<file path="src/rtl/trp_pkg.sv">
// Shared types and constants for the telnet receive parser.
// No dependencies; every other file of the block imports this package.
package trp_pkg;

    // Telnet command and control bytes.
    localparam logic [7:0] BYTE_IAC  = 8'hFF;
    localparam logic [7:0] BYTE_DONT = 8'hFE;
    localparam logic [7:0] BYTE_DO   = 8'hFD;
    localparam logic [7:0] BYTE_WONT = 8'hFC;
    localparam logic [7:0] BYTE_WILL = 8'hFB;
    localparam logic [7:0] BYTE_SB   = 8'hFA;
    localparam logic [7:0] BYTE_SEND = 8'h01;
    localparam logic [7:0] BYTE_NUL  = 8'h00;
    localparam logic [7:0] BYTE_CR   = 8'h0D;

    // Configuration port.
    localparam int unsigned APB_ADDR_W = 2;
    localparam int unsigned APB_DATA_W = 32;
    localparam logic [APB_ADDR_W-1:0] ADDR_RAW_PASSTHROUGH = 2'd0;

    typedef enum logic [1:0] {
        KIND_DATA      = 2'd0,
        KIND_NEGOTIATE = 2'd1,
        KIND_SB_SEND   = 2'd2
    } kind_t;

    typedef enum logic [2:0] {
        ST_NORM = 3'd0,
        ST_IAC  = 3'd1,
        ST_CMD  = 3'd2,
        ST_SB   = 3'd3,
        ST_SBC  = 3'd4,
        ST_SBS  = 3'd5,
        ST_SBI  = 3'd6,
        ST_CR   = 3'd7
    } parse_state_t;

    typedef struct packed {
        logic [1:0] kind;
        logic [7:0] data_byte;
        logic [1:0] negotiation_verb;
        logic [7:0] option_code;
    } result_t;

    // Handshake between the parser and the result register.
    typedef struct packed {
        logic    emit;
        result_t result;
    } parse_out_t;

endpackage

</file>
<file path="src/rtl/trp_regs.sv">
// APB-style configuration register bank for the telnet receive parser.
// Depends on trp_pkg for the address map.
module trp_regs
    import trp_pkg::*;
(
    input  logic                  clk,
    input  logic                  rst_n,
    input  logic                  psel,
    input  logic                  penable,
    input  logic                  pwrite,
    input  logic [APB_ADDR_W-1:0] paddr,
    input  logic [APB_DATA_W-1:0] pwdata,
    output logic [APB_DATA_W-1:0] prdata,
    output logic                  pready,
    output logic                  raw_passthrough
);

    logic raw_passthrough_reg;
    logic raw_passthrough_next;
    logic wr_raw;

    assign pready = 1'b1;
    assign wr_raw = psel && penable && pwrite && (paddr == ADDR_RAW_PASSTHROUGH);

    always_comb
    begin
        raw_passthrough_next = raw_passthrough_reg;
        if (wr_raw)
        begin
            raw_passthrough_next = pwdata[0];
        end
    end

    always_ff @(posedge clk or negedge rst_n)
    begin
        if (!rst_n)
        begin
            raw_passthrough_reg <= 1'b0;
        end
        else
        begin
            raw_passthrough_reg <= raw_passthrough_next;
        end
    end

    always_comb
    begin
        prdata = '0;
        if (paddr == ADDR_RAW_PASSTHROUGH)
        begin
            prdata[0] = raw_passthrough_reg;
        end
    end

    assign raw_passthrough = raw_passthrough_reg;

endmodule

</file>
<file path="src/rtl/trp_in_stage.sv">
// Input register of the telnet receive parser: holds one received byte.
// Depends on trp_pkg (imported for house consistency of types).
module trp_in_stage
    import trp_pkg::*;
(
    input  logic       clk,
    input  logic       rst_n,
    input  logic       rx_valid,
    output logic       rx_stall,
    input  logic [7:0] rx_byte,
    input  logic       advance,
    output logic       held_valid,
    output logic [7:0] held_byte
);

    logic       in_valid_reg;
    logic       in_valid_next;
    logic [7:0] in_byte_reg;
    logic       load;

    // The stage takes a new byte when empty or when its byte moves on this cycle.
    assign load     = !in_valid_reg || advance;
    assign rx_stall = !load;

    always_comb
    begin
        in_valid_next = in_valid_reg;
        if (load)
        begin
            in_valid_next = rx_valid;
        end
    end

    always_ff @(posedge clk or negedge rst_n)
    begin
        if (!rst_n)
        begin
            in_valid_reg <= 1'b0;
        end
        else
        begin
            in_valid_reg <= in_valid_next;
        end
    end

    always_ff @(posedge clk)
    begin
        if (load && rx_valid)
        begin
            in_byte_reg <= rx_byte;
        end
    end

    assign held_valid = in_valid_reg;
    assign held_byte  = in_byte_reg;

endmodule

</file>
<file path="src/rtl/trp_parser.sv">
// Telnet command state machine: state registers plus one pass of next-state logic.
// Depends on trp_pkg for byte codes, state and result types.
module trp_parser
    import trp_pkg::*;
(
    input  logic       clk,
    input  logic       rst_n,
    input  logic       advance,
    input  logic [7:0] rx_byte,
    input  logic       raw_passthrough,
    output parse_out_t parse_out
);

    parse_state_t parse_state_reg;
    parse_state_t parse_state_next;
    logic [1:0]   pending_verb_reg;
    logic [1:0]   pending_verb_next;
    logic [7:0]   pending_option_reg;
    logic [7:0]   pending_option_next;
    logic         is_verb;

    assign is_verb = (rx_byte >= BYTE_WILL) && (rx_byte <= BYTE_DONT);

    always_comb
    begin
        parse_state_next    = parse_state_reg;
        pending_verb_next   = pending_verb_reg;
        pending_option_next = pending_option_reg;
        parse_out.emit      = 1'b0;
        parse_out.result    = '0;

        if (raw_passthrough)
        begin
            parse_out.emit             = 1'b1;
            parse_out.result.kind      = KIND_DATA;
            parse_out.result.data_byte = rx_byte;
        end
        else
        begin
            case (parse_state_reg)
                ST_IAC:
                begin
                    if (is_verb)
                    begin
                        pending_verb_next = rx_byte[1:0] - BYTE_WILL[1:0];
                        parse_state_next  = ST_CMD;
                    end
                    else if (rx_byte == BYTE_IAC)
                    begin
                        parse_state_next           = ST_NORM;
                        parse_out.emit             = 1'b1;
                        parse_out.result.kind      = KIND_DATA;
                        parse_out.result.data_byte = rx_byte;
                    end
                    else if (rx_byte == BYTE_SB)
                    begin
                        parse_state_next = ST_SB;
                    end
                    else
                    begin
                        parse_state_next = ST_NORM;
                    end
                end
                ST_CMD:
                begin
                    parse_state_next                  = ST_NORM;
                    parse_out.emit                    = 1'b1;
                    parse_out.result.kind             = KIND_NEGOTIATE;
                    parse_out.result.negotiation_verb = pending_verb_reg;
                    parse_out.result.option_code      = rx_byte;
                end
                ST_SB:
                begin
                    pending_option_next = rx_byte;
                    parse_state_next    = ST_SBC;
                end
                ST_SBC:
                begin
                    parse_state_next = (rx_byte == BYTE_SEND) ? ST_SBS : ST_NORM;
                end
                ST_SBS:
                begin
                    parse_state_next = (rx_byte == BYTE_IAC) ? ST_SBI : ST_NORM;
                end
                ST_SBI:
                begin
                    parse_state_next             = ST_NORM;
                    parse_out.emit               = 1'b1;
                    parse_out.result.kind        = KIND_SB_SEND;
                    parse_out.result.option_code = pending_option_reg;
                end
                default:
                begin
                    // Normal data, and the byte after a CR, where only NUL is dropped.
                    if ((parse_state_reg == ST_CR) && (rx_byte == BYTE_NUL))
                    begin
                        parse_state_next = ST_NORM;
                    end
                    else if (rx_byte == BYTE_IAC)
                    begin
                        parse_state_next = ST_IAC;
                    end
                    else
                    begin
                        parse_state_next           = (rx_byte == BYTE_CR) ? ST_CR : ST_NORM;
                        parse_out.emit             = 1'b1;
                        parse_out.result.kind      = KIND_DATA;
                        parse_out.result.data_byte = rx_byte;
                    end
                end
            endcase
        end
    end

    always_ff @(posedge clk or negedge rst_n)
    begin
        if (!rst_n)
        begin
            parse_state_reg    <= ST_NORM;
            pending_verb_reg   <= 2'd0;
            pending_option_reg <= 8'd0;
        end
        else if (advance)
        begin
            parse_state_reg    <= parse_state_next;
            pending_verb_reg   <= pending_verb_next;
            pending_option_reg <= pending_option_next;
        end
    end

endmodule

</file>
<file path="src/rtl/trp_out_stage.sv">
// Result register of the telnet receive parser, driving the result channel.
// Depends on trp_pkg for the parser output struct.
module trp_out_stage
    import trp_pkg::*;
(
    input  logic       clk,
    input  logic       rst_n,
    input  logic       advance,
    input  parse_out_t parse_out,
    output logic       free,
    output logic       res_valid,
    input  logic       res_stall,
    output result_t    result
);

    logic    res_valid_reg;
    logic    res_valid_next;
    result_t res_reg;

    // The register may be overwritten when empty or when its result leaves now.
    assign free = !res_valid_reg || !res_stall;

    always_comb
    begin
        res_valid_next = res_valid_reg && res_stall;
        if (advance)
        begin
            res_valid_next = parse_out.emit;
        end
    end

    always_ff @(posedge clk or negedge rst_n)
    begin
        if (!rst_n)
        begin
            res_valid_reg <= 1'b0;
        end
        else
        begin
            res_valid_reg <= res_valid_next;
        end
    end

    always_ff @(posedge clk)
    begin
        if (advance && parse_out.emit)
        begin
            res_reg <= parse_out.result;
        end
    end

    assign res_valid = res_valid_reg;
    assign result    = res_reg;

endmodule

</file>
<file path="src/rtl/telnet_receive_parser_unit.sv">
// Telnet receive parser: splits a received byte stream into terminal data and
// telnet negotiation requests.
//
// Receive channel (rx_valid, rx_stall, rx_byte): one network byte per request.
// Result channel (res_valid, res_stall, kind, data_byte, negotiation_verb,
// option_code): zero or one result per received byte, in byte order.
// Configuration: APB-style port with one register, raw_passthrough, at
// address 0; when set every byte is forwarded as data and the parse state holds.
//
// A byte is registered in the input register on acceptance, parsed from there
// by the parse stage, and its result, if any, is registered in the result register.
// One byte per cycle is sustained while res_stall is low; the limit is the single
// parse stage that carries the state register from one byte to the next.
// When res_stall is high with a result waiting, the parse stage holds and
// rx_stall rises once the input register is occupied; nothing is dropped.
// Reset clears both stages, the parse state and the passthrough register.
// Depends on trp_pkg, trp_regs, trp_in_stage, trp_parser and trp_out_stage.
module telnet_receive_parser_unit
    import trp_pkg::*;
(
    input  logic                  clk,
    input  logic                  rst_n,
    input  logic                  rx_valid,
    output logic                  rx_stall,
    input  logic [7:0]            rx_byte,
    output logic                  res_valid,
    input  logic                  res_stall,
    output logic [1:0]            kind,
    output logic [7:0]            data_byte,
    output logic [1:0]            negotiation_verb,
    output logic [7:0]            option_code,
    input  logic                  psel,
    input  logic                  penable,
    input  logic                  pwrite,
    input  logic [APB_ADDR_W-1:0] paddr,
    input  logic [APB_DATA_W-1:0] pwdata,
    output logic [APB_DATA_W-1:0] prdata,
    output logic                  pready
);

    logic       raw_passthrough;
    logic       held_valid;
    logic [7:0] held_byte;
    logic       out_free;
    logic       advance;
    parse_out_t parse_out;
    result_t    result;

    assign advance = held_valid && out_free;

    trp_regs u_regs (
        .clk             (clk),
        .rst_n           (rst_n),
        .psel            (psel),
        .penable         (penable),
        .pwrite          (pwrite),
        .paddr           (paddr),
        .pwdata          (pwdata),
        .prdata          (prdata),
        .pready          (pready),
        .raw_passthrough (raw_passthrough)
    );

    trp_in_stage u_in_stage (
        .clk        (clk),
        .rst_n      (rst_n),
        .rx_valid   (rx_valid),
        .rx_stall   (rx_stall),
        .rx_byte    (rx_byte),
        .advance    (advance),
        .held_valid (held_valid),
        .held_byte  (held_byte)
    );

    trp_parser u_parser (
        .clk             (clk),
        .rst_n           (rst_n),
        .advance         (advance),
        .rx_byte         (held_byte),
        .raw_passthrough (raw_passthrough),
        .parse_out       (parse_out)
    );

    trp_out_stage u_out_stage (
        .clk       (clk),
        .rst_n     (rst_n),
        .advance   (advance),
        .parse_out (parse_out),
        .free      (out_free),
        .res_valid (res_valid),
        .res_stall (res_stall),
        .result    (result)
    );

    assign kind             = result.kind;
    assign data_byte        = result.data_byte;
    assign negotiation_verb = result.negotiation_verb;
    assign option_code      = result.option_code;

endmodule

</file>
<file path="config.mk">
export PLATFORM = sky130hd
export DESIGN_NAME = telnet_receive_parser_unit
export DESIGN_NICKNAME = d
export VERILOG_FILES = /design/src/rtl/trp_pkg.sv /design/src/rtl/trp_regs.sv /design/src/rtl/trp_in_stage.sv /design/src/rtl/trp_parser.sv /design/src/rtl/trp_out_stage.sv /design/src/rtl/telnet_receive_parser_unit.sv
export SDC_FILE = /design/constraint.sdc
export NUM_CORES = 1
export LEC_CHECK = 0
export ABC_AREA = 1
export ABC_CLOCK_PERIOD_IN_PS = 4700
export BUFFER_PORTS_ARGS = -buffer_cell sky130_fd_sc_hd__buf_2
export CORE_AREA = 2 2 68 96
export CTS_BUF_LIST = sky130_fd_sc_hd__clkbuf_16
export DETAILED_ROUTE_END_ITERATION = 7
export DIE_AREA = 0 0 70 98
export GPL_TIMING_DRIVEN = 0
export PLACE_DENSITY = 0.67
export SETUP_SLACK_MARGIN = 0.02
export SLEW_MARGIN = 20
export SYNTH_ARGS = -nofsm -noshare
export SYNTH_HDL_FRONTEND = slang
export SYNTH_HIERARCHICAL = 1
export SYNTH_SLANG_ARGS = --single-unit
</file>
<file path="constraint.sdc">
create_clock -name clk -period 4.7 [get_ports clk]
set_input_delay 0.47 -clock clk [delete_from_list [all_inputs] [get_ports clk]]
set_output_delay 0.47 -clock clk [all_outputs]
set_load 0.01 [all_outputs]
</file>
==> flow_results.org <==
** Status
- Result of the run :: finished clean

** Synthesis
- Synth Cell Area :: 0.00234 sq mm
- The synthesized design contains 28 enable-type register cells.
- Xor and xnor area share after synthesis :: 0%
- After synthesis, the largest area contributor takes up 36.0% of total cell area.
- The number of different library cells used by synthesis comes to 26.
- By count the netlist is led by 70 x nand2_1, 32 x buf_4, 28 x edfxtp_1.
- Cell taking the most area after synthesis :: edfxtp_1
- Adder-cell share of the synthesized area :: between 2 and 2.5%
- Synthesized-area fraction occupied by ao, oa, aoi and oai cells :: 5.89%
- Most instantiated library cell after synthesis :: nand2_1
- Share of flip-flops with an asynchronous set or reset :: 36.4%
- Gate Count Post-Synth :: 255
- By area, the combinational part of the netlist is dominated by simple AND/OR/NAND/NOR gates.
- Share of synthesized area occupied by flip-flops and latches :: between 50 and 60%
- Mean Syn Cell Area :: 9.17 sq um
- After synthesis, the cell types taking the most area are edfxtp_1 36%, dfrtp_1 17%, nand2_1 11%.
- Portion of netlist area occupied by mux cells :: 0%
- Seq cells post-synth :: 44
- Synth Warn # :: 6
- For this run, the leading register cell type out of synthesis is edfxtp_1.
- Fraction of the mapped netlist area in simple logic gates :: a little over a fifth

** Drt
- Detailed router's first-iteration violation count :: 118
- After detailed routing, the average wire length per cell comes to roughly 10 um.
- Detailed routing inserted a total of 1,754 vias.
- The first TritonRoute pass finished after 5 iterations.
- After detailed routing, the number of remaining DRC violations is 0.
- Once detail routing completed, the nets flagged for antenna violations numbered 0.
- Summed over all layers, the routed wires come to around 4100 um.
- In the routed layout, each cell is associated on average with a via count of 4.33.

** Global routing
- The number of global-route vias before repair came to 1,571.
- For this run, the total global-route usage over all layers was measured as 12.4%.
- Global routing finished with a remaining overflow of 0.
- Entering global routing, the biggest net connects 21 pins.
- Wire length of the first global-routing pass :: 6870 um
- Initial antenna violation count :: 0

** Layout
- Final layout net count :: 385
- Number of filler instances in the final layout :: 570
- Once layout is complete, the utilization of the core stands at 48.2%.
- The finished layout holds 405 standard cells, fillers aside.
- Proportion of layout cells with a drive suffix above 1 :: 30.9%
- Antenna cells :: 0
- From synthesis to final layout, the design area changed by 24.4%.
- After routing the design area is 0.00291 sq mm.
- The multi-input combinational cells in the finished layout cover a total of 821 sq um.
- The register with the most flip-flops in the layout has 20 of them.
- The sequential cells in the finished layout cover a total of about 0.0012 sq mm.

** Placed design
- Once placement finished, the instance area stood at 0.00274 sq mm.
- The count of buffers added on input and output ports is 40.
- Routability-driven placement finished with a final weighted congestion of approximately 0.88.
- HPWL after DPL :: 3270 um
- Cells after DPL :: 397
- Setup Slack @ Placement :: 2.29 ns

** Clocking
- Number of buffers inserted to repair setup after CTS :: 0
- Number of hold buffers added after CTS :: 0
- Total clock buffers created by CTS :: 5
- Clock-pin slew was measured on the worst setup and hold paths at about 0.06 ns.
- In this run the number of H-tree levels came out at 2.
- For the worst-skew pair, the clock arrives at the later sink with an insertion delay of 0.29 ns.
- Sink Count :: 44
- CTS tree :: done
- After clock tree synthesis, the repair step resized 0 gates.
- Root cell of the clock tree :: clkbuf_16
- Buffer depth of the longest clock path :: 2

** Timing
- Achievable frequency :: 421 MHz
- Measured against its own limit, the worst slew margin works out to approximately half.
- On the final layout, the worst clock skew is 0.00438 ns.
- Setup violations remaining at the end of the flow were counted as 0.
- Minimum period implied by the final worst setup slack :: 2.37 ns
- Setup repair after global routing left no endpoint under its margin.
- For the pin with the worst max-slew slack, the measured transition is 0.746 ns.
- After layout, the worst path uses 50.5% of the clock period.
- Final TNS setup :: 0 ns
- Setup ws final :: 2.33 ns
- Fin. max-slew vios :: 0
- The final-report hold violation count came to 0.

** Flow run
- The tool flagged a number of max-cap violations equal to 0.

** Worst setup path
- The critical path in this run is classified as reg -> reg.
- Type of origin of the critical path :: flip-flop
- The worst setup path is captured at a flip-flop.
- Worst Path Arrival :: 2.29 ns
- Data required time at the worst endpoint :: 4.62 ns
- CP Max Fanout :: 20

** Pwr
- Largest vdd supply drop :: between 0.2 and 0.25 mV
- The analysis attributes to cell leakage a power of 0.00150 uW.
- Power per standard cell area :: 355 mW/mm^2

** Die
- The die covers 0.00686 sq mm.
- Core area :: 0.00604 sq mm
- From bottom edge to top edge, the die measures 98 um.
- Chip width :: about 70 um
- In this run the count of I/O pins placed on the die edge is 104.
- Initial Util :: around 39%
- The floorplan has 34 rows.

** Worst hold path
- In this run the worst hold path is classified as in -> async.
metrics by stage:
stage                     hold WS [ns]  total power (uW)
after floorplan                  0.174               596
after global placement           0.422               649
after detailed placement         0.417               654
after CTS                        0.110              1040
after global routing             0.116              1080
final                            0.103              1030
report_power, final:
| part | internal, uW | leakage, uW | switching, uW |
|---|---|---|---|
| logic | 60.1 | 0.000935 | 103 |
| clock network | 249 | 0.0000798 | 139 |
| registers | 463 | 0.000489 | 18.3 |
worst paths after layout:
check | depth (start not counted) | slack, ns | endpoint | from
worst max-delay path | 9 | 2.33 | u_out_stage/result[5] | u_in_stage/held_byte[0]
worst min-delay path | 1 | 0.10 | u_parser/pending_option_reg[1] | rst_n
worst max register to register | 9 | 2.33 | u_out_stage/result[5] | u_in_stage/held_byte[0]
worst min register to register | 2 | 0.48 | u_parser/pending_option_reg[7] | u_parser/pending_option_reg[7]
max in group asynchronous | 1 | 4.30 | u_parser/pending_verb_reg[1] | rst_n
min in group clk | 1 | 0.36 | u_in_stage/held_byte[1] | rx_byte[1]
cell families after synthesis:
logic type | count (synthesis)
compound gates | 20
simple gates | 120
other cells | 2
flops | 44
buf+inv | 65
fa+ha+maj | 4
cell usage in the layout (no fill, tap or decap), types with 8 or more instances in the layout:
| cell type | count |
|---|---|
| conb_1 | 32 |
| nand3_1 | 14 |
| o21ai_1 | 8 |
| buf_2 | 41 |
| nand2_1 | 70 |
| edfxtp_1 | 28 |
| nor2_1 | 22 |
| dfrtp_1 | 16 |
| o21ai_2 | 9 |
| inv_1 | 26 |
| buf_4 | 32 |
worst max-delay path, cell delays in order, from the launching register on:
cell and delay (ns):
edfxtp_1 0.46, inv_1 0.15, ha_1 0.24, nor2_1 0.11, nand2_1 0.07, nand3_2 0.10
nand3_1 0.11, nand4_1 0.11, nand2_1 0.08, inv_1 0.56
layer usage:
metal / up-vias / routed length, um / GRT usage (%) / share of wire, %
li1: 900 / - / - / -
met1: 758 / 1660 / 15.4 / 40
met2: 86 / 2020 / 20.4 / 49
met3: 10 / 349 / 2.99 / 8.4
met4: 0 / 102 / 5.77 / 2.5
met5: - / 0 / 0 / 0
final cells by class:
cell class              count  share of cell area, %
plain buffers              35                   9.51
clock inverters             3                   1.46
flip-flops and latches     44                   42.7
inverters                  30                   3.87
multi-input cells         176                   28.2
repair buffers             40                   6.88
clock buffers               5                   4.30
well taps                  72                   3.10
Note: power is estimated with default switching activity, not from simulation.
